File: config.mk
export PLATFORM = sky130hd
export DESIGN_NAME = sgi_div_cell
export DESIGN_NICKNAME = d
export VERILOG_FILES = /design/src/sgi_pkg.sv /design/src/sgi_div_cell.sv
export SDC_FILE = /design/constraint.sdc
export NUM_CORES = 1
export LEC_CHECK = 0
export ABC_AREA = 0
export BUFFER_PORTS_ARGS = -buffer_cell sky130_fd_sc_hd__buf_2
export CAP_MARGIN = 20
export CORE_MARGIN = 2
export CORE_UTILIZATION = 45
export DETAILED_ROUTE_END_ITERATION = 7
export GPL_TIMING_DRIVEN = 1
export PLACE_DENSITY = 0.73
export SLEW_MARGIN = 20
export SYNTH_ARGS = -nofsm -noshare
export SYNTH_HDL_FRONTEND = slang
export SYNTH_SLANG_ARGS = --single-unit
File: constraint.sdc
create_clock -name clk -period 0.82 [get_ports clk]
set_clock_uncertainty 0.05 [all_clocks]
set_input_delay 0.164 -clock clk [delete_from_list [all_inputs] [get_ports clk]]
set_output_delay 0.164 -clock clk [all_outputs]
set_load 0.01 [all_outputs]
File: src/sgi_pkg.sv
package sgi_pkg;

    // Field and datapath widths
    localparam int COORD_WIDTH       = 16;
    localparam int CUT_FRACTION_BITS = 16;
    localparam int DIFF_W            = COORD_WIDTH + 1;
    localparam int PROD_W            = 2 * DIFF_W;
    localparam int SUM_W             = PROD_W + 1;
    localparam int CUT_W             = CUT_FRACTION_BITS + 1;
    localparam int THRESH_W          = 34;

    // Configuration port
    localparam int ADDR_W = 4;
    localparam int DATA_W = 64;
    localparam logic REG_THRESH = 1'b0;
    localparam logic [THRESH_W-1:0] THRESH_RESET = THRESH_W'(1);

    // Beat that travels down the divider chain
    typedef struct packed {
        logic                         ok;
        logic                         eq;
        logic [SUM_W-1:0]             dmag;
        logic [SUM_W-1:0]             rem;
        logic [CUT_FRACTION_BITS-1:0] quo;
    } sgi_div_t;

endpackage

File: src/sgi_div_cell.sv
module sgi_div_cell
    import sgi_pkg::*;
(
    input  logic     clk,
    input  logic     rst_n,
    input  logic     enable,
    input  logic     in_valid,
    input  sgi_div_t in_beat,
    output logic     out_valid,
    output sgi_div_t out_beat
);

    logic     valid_reg;
    sgi_div_t beat_reg;
    sgi_div_t beat_next;
    logic [SUM_W:0] rem2;
    logic           ge;

    // One restoring step: shift, trial subtract, take a quotient bit
    always_comb
    begin
        rem2      = {in_beat.rem, 1'b0};
        ge        = rem2 >= {1'b0, in_beat.dmag};
        beat_next = in_beat;
        beat_next.rem = ge ? SUM_W'(rem2 - {1'b0, in_beat.dmag}) : rem2[SUM_W-1:0];
        beat_next.quo = {in_beat.quo[CUT_FRACTION_BITS-2:0], ge};
    end

    always_ff @(posedge clk or negedge rst_n)
    begin
        if (!rst_n)
            valid_reg <= 1'b0;
        else if (enable)
            valid_reg <= in_valid;
    end

    always_ff @(posedge clk)
    begin
        if (enable)
            beat_reg <= beat_next;
    end

    assign out_valid = valid_reg;
    assign out_beat  = beat_reg;

endmodule

==> flow_metrics.tcl, run 1 <==
set metrics [dict create \
    dp.cells 892 \
    setup_viol 125 \
    htree_levels 3 \
    initial_core_util_pct 46.6 \
    vias 5547 \
    die_y_um 110 \
    synthTopCellsByArea "edfxtp_1 52%, ha_1 8.6%, nand2_1 4.2%" \
    crit_end "out_beat[35]" \
    grt_max_degree 22 \
    cts_buffers 9 \
    r2r_start "out_valid" \
    drive_gt1_share_pct 58.7 \
    grt_pass1_wl_um 26900 \
    area_growth_pct 83.2 \
    drc 0 \
    netlist.area_leader.share_pct 51.9 \
    vias_per_cell 5.54 \
    async_flop_share_pct 1.12 \
    syn-cell-area_um2 5090 \
    r2r_slack_ps 20 \
    dp_hpwl_um 10500 \
    max_freq_ghz 0.422 \
    setup_tns_ps -72760 \
    cts_buffer_depth 2 \
    syn_nets 601 \
    p_leak_nw 4.22 \
    maxCapViolCount 0 \
    ys_top_cells_by_count "88 x edfxtp_1, 57 x nand2_1, 47 x inv_1, 35 x ha_1" \
    synth_flop_cell "edfxtp_1" \
    cts_num_sinks 89 \
    num_antenna_cells 0 \
    grt_pass1_vias 5538 \
    die_area_um2 12200 \
    final_hold_viol_count 0 \
    drtIter0Drc 379 \
    yosys.area.top_type "edfxtp_1" \
    reg2reg_to "out_valid" \
    core-area_um2 10900 \
    fin_ws_ps -1550 \
    violations "negative setup slack" \
    die_width_um 110 \
    yosysSeqAreaShare_pct 52.4 \
    critPathArrivalTime_ps 2420 \
    antenna_found_initial 0 \
    ys_ff_latch 89 \
    layout_min_cycle_time_ps 2370 \
    layout.nets 985 \
    end_kind "flip-flop" \
    drtPass1Iterations 5 \
    fp-row-count 38 \
    grt_util_all_layers_pct 27.4 \
    synth-edff-count 88 \
    yosysWarnings 0 \
    port_buffers 179 \
    hold_path_class "input port to flip-flop" \
    relSlewSlack_pct 74.9 \
    cts.clk_slew.worst_paths_ps 70 \
    cp.required_ps 870 \
    syn_area_per_cell_um2 10.8 \
    fin_cells 1002 \
    reg2reg_depth 1 \
    cp_max_fo 4 \
    rsz0062_at_grt "yes" \
    grt_overflow 0 \
    power.density_nw_per_um2 1780 \
    yosysUniqueCellTypes 53 \
    start_kind "input port" \
    syn_inst 473 \
    period_share_pct 289 \
    cts_tree "built" \
    gp_congestion 0.904 \
    worst_skew_pair.late_latency_ps 350 \
    cts-root-buf "clkbuf_16" \
    synth.most_common_cell "edfxtp_1" \
    vdd_drop_max_mv 1.27 \
    design.portCount 181 \
    worstMarginPinSlew_ps 373 \
    worstSetupPathType "input port to flip-flop" \
    critical_path.startpoint "in_beat[52]" \
    slew_violations 0 \
    antenna_left 0 \
    wirelength_um 18700 \
    wl_per_cell_um 18.7 \
    status "complete, but fails checks" \
]
-- power by group --
part	total [mW]	switching (mW)	internal, mW
Combinational	6.45	3.19	3.26
Clock	4.30	1.89	2.41
Sequential	5.82	0.151	5.67
Total	16.6	5.23	11.3
-- kinds of logic (layout without fill, tap and decap cells) --
logic type	after synthesis	after routing	synth area share [%]
AO/OA/AOI/OAI	138	138	17.6
buffers and inverters	66	455	5.01
adder cells (fa/ha/maj)	36	36	8.99
flip-flops	89	89	52.4
XOR/XNOR	30	30	5.16
multiplexers	4	4	0.859
AND/OR/NAND/NOR	110	110	10.0
-- final cells by class --
type                            instances  area (µm²)
Timing Repair Buffer                  392        2990
Multi-Input combinational cell        318        2990
Sequential cell                        89        2670
Fill cell                             540        1600
Clock buffer                           10         229
Inverter                               47         209
Tap cell                              140         175
Clock inverter                          6        75.1
-- layer usage --
layer  vias up  GRT usage (%)  routed length [µm]
li1       2498              -                   -
met1      2662           31.5                7010
met3        67           4.67                1280
met4         0           10.4                 690
met2       320           50.6                9750
met5         -              0                   0
-- worst max-delay path: stages --
cell     delay (ps)
buf_8           110
inv_8            50
ha_4            190
nor2b_4         120
o31a_1          300
or3_1           340
a21oi_2         170
o21ai_2         100
a221o_2         440
a21oi_2         190
xor2_1          170
o21ai_1          80
-- how the worst min path moves through the flow --
stage	from	end	slack, ps	depth (start not counted)
finish	in_valid	out_valid	0.6	2
global route	in_valid	out_valid	-3	2
CTS	in_valid	out_valid	-1	2
detailed placement	rst_n	out_valid	-110	1
global placement	rst_n	out_valid	-110	1
floorplan	rst_n	out_valid	-180	0
-- flip-flops by register name (all words and copies together) (netlist names) --
name / flops
out_beat: 88
out_valid: 1
-- through the flow --
stage               power (mW)  worst slack, ps  cell area, µm²  utilization (%)  hold slack [ps]
floorplan                 8.33            -1580            5450                -             -182
global placement          10.1            -1880            7270             66.4             -111
detailed placement        10.2            -1970            7270             66.4             -109
CTS                       15.8            -1470            8960             82.0            -1.27
global route              17.2            -1630            9330             85.3            -2.69
finish                    16.6            -1550            9330             85.3            0.607
-- cell usage in the layout (no fill, tap or decap), drive strengths merged, types with 17 or more instances in the layout --
cell         count
a21oi           33
ha              35
inv             49
nor2            17
edfxtp          88
o21ai           50
dlygate4sd3     48
buf            344
nand2           57
-- what timing repair did --
item / in CTS / in global routing
setup endpoints to repair: 125 / 125
gates cloned: 6 / 0
hold buffers: 47 / 1
gates resized for setup: 124 / 73
pin swaps: 51 / 21
hold endpoints to repair: 48 / 2
buffers inserted: 34 / 12
No activity file was read; power rests on OpenSTA's default activity.
==> run 2, diff against run 1 <==
Settings changed: SETUP_SLACK_MARGIN set to 0.15, SLEW_MARGIN 20 to 0.
==> run 2 against run 1 <==
  * The run ends with negative hold slack, negative setup slack left
  * Via count fell by 4.3%
  * Core utilization fell by 3.9 points
  * Register-to-register slack barely moved
  * Global-route usage fell by 1.6 points
  * Largest power group unchanged
  * Highest routed layer unchanged
==> flow_metrics.tcl, run 2 (synthesis gave the netlist of run 1 again) <==
set metrics [dict create \
    grt_pass1_vias 5221 \
    grtUsageMet3_pct 4.72 \
    antenna_left 0 \
    violations "negative hold slack, negative setup slack" \
    cp_top_family "compound AO/OA/AOI/OAI gates" \
    num_antenna_cells 0 \
    rsz0062_at_grt "yes" \
    reg2reg_depth 1 \
    setup_tns_ps -74920 \
    layout_min_cycle_time_ps 2370 \
    hold_depth 1 \
    preCtsSetupSlack_ps -1970 \
    cpMostUsedCell "buf_6" \
    min-delay-start "in_beat[58]" \
    design.portCount 181 \
    relSlewSlack_pct 72.5 \
    slew_violations 0 \
    area_growth_pct 74.8 \
    dp_hpwl_um 10500 \
    end_kind "flip-flop" \
    worst-path-buf-inv 8 \
    use_met1_pct 30.9 \
    grt_max_degree 22 \
    final_cell_mix "160 x buf_2, 147 x buf_4, 88 x edfxtp_1" \
    design_area_um2 8910 \
    status "complete, but fails checks" \
    wirelength_um 17900 \
    cts_num_sinks 89 \
    final_util_pct 81.4 \
    power.density_nw_per_um2 1840 \
    r2r_slack_ps 20 \
    layout_commonest_cell "buf_2" \
    period_share_pct 289 \
    wl_per_cell_um 18.5 \
    die_area_um2 12200 \
    critPathArrivalTime_ps 2420 \
    cts-root-buf "clkbuf_16" \
    grt_pass1_wl_um 25400 \
    reg2reg_to "out_valid" \
    largest_register_ffs 88 \
    drtPass1Iterations 5 \
    fp-row-count 38 \
    start_kind "input port" \
    core-area_um2 10900 \
    gr-usage-met2_pct 45.9 \
    cts_tree "built" \
    worstSetupPathType "input port to flip-flop" \
    hold_path_class "input port to flip-flop" \
    setup_viol 125 \
    p_leak_nw 4.00 \
    cts_buffers 9 \
    worstMarginPinSlew_ps 408 \
    cts_buffer_depth 2 \
    worst_skew_pair.late_latency_ps 350 \
    cp_max_fo 6 \
    fin_ws_ps -1550 \
    drtIter0Drc 374 \
    final_hold_viol_count 46 \
    die_y_um 110 \
    whs_ps -69.3 \
    cp.required_ps 870 \
    vdd_drop_max_mv 1.22 \
    port_buffers 179 \
    drive_gt1_share_pct 62.0 \
    antenna_found_initial 0 \
    max_freq_ghz 0.422 \
    critPathMaxStageDelay_ps 360 \
    vias_per_cell 5.52 \
    layout.nets 946 \
    cts_hold_buf 1 \
    maxCapViolCount 0 \
    gp_congestion 0.904 \
    grt_util_all_layers_pct 25.7 \
    initial_core_util_pct 46.6 \
    vias 5311 \
    placed_cell_area_um2 7270 \
    r2r_start "out_valid" \
    drc 0 \
    die_width_um 110 \
    path_cells "buf_8 > inv_8 > buf_6 > fa_2 > a211oi_2 > o21a_2 > a2111oi_4 > nor3_2 > o21ai_2 > o21ai_4 > buf_6 > buf_6 > buf_6 > buf_6 > buf_16 > o21ai_2" \
    total_power_mw 16.4 \
    gr-max-usage-layer "met2" \
    grt_overflow 0 \
    cp_slowest_cell "fa_2" \
    cts.clk_slew.worst_paths_ps 70 \
    htree_levels 3 \
    holdPathEnd "out_beat[58]" \
]
[run 2: cell types whose count changed in the layout (fill, tap and decap cells not counted), moves of 4 or more]
cell,before,now
dlygate4sd3_1,48,1
nand2_1,28,36
nand2_2,7,12
nand2_4,22,9
buf_2,156,160
ha_1,13,9
ha_4,20,24
[run 2: routing by layer]
layer | vias up | part of all wire, %
li1 | 2437 | -
met1 | 2546 | 38
met2 | 278 | 52
met3 | 50 | 6.3
met4 | 0 | 3.2
met5 | - | 0
[run 2: cell type report]
type	count	area, µm²
Clock buffer	10	229
Clock inverter	6	75.1
Fill cell	612	2030
Inverter	47	211
Multi-Input combinational cell	318	2960
Sequential cell	89	2670
Tap cell	140	175
Timing Repair Buffer	353	2580
[run 2: timing repair]
item | CTS | global route
endpoints found under the setup margin | 126 | 126
gates resized for setup | 112 | 63
buffers inserted | 36 | 12
endpoints found under the hold margin | 48 | 46
gates cloned | 6 | 0
pin swaps | 46 | 35
[run 2: through the flow]
| step | hold slack [ps] | cells |
|---|---|---|
| 3_3_place_gp | -111 | 892 |
| 2_1_floorplan | -182 | 473 |
| 6_report | -69.3 | 963 |
| 4_1_cts | -71.4 | 951 |
| 5_1_grt | -75.6 | 963 |
| 3_5_place_dp | -109 | 892 |
[run 2: report_power, final]
part	total [mW]	internal, mW	switching [mW]	leakage (nW)
Combinational	6.30	3.20	3.11	2.98
Clock	4.29	2.41	1.88	0.145
Sequential	5.81	5.67	0.144	0.872
Total	16.4	11.3	5.14	4.00
[run 2: worst max-delay path by stage]
stage	from	end	slack [ps]	depth (start not counted)
floorplan	in_beat[16]	out_beat[17]	-1580	9
global placement	in_beat[16]	out_beat[30]	-1880	10
detailed placement	in_beat[16]	out_beat[18]	-1970	10
CTS	in_beat[52]	out_beat[39]	-1470	11
global route	in_beat[77]	out_beat[39]	-1640	14
finish	in_beat[52]	out_beat[27]	-1550	16
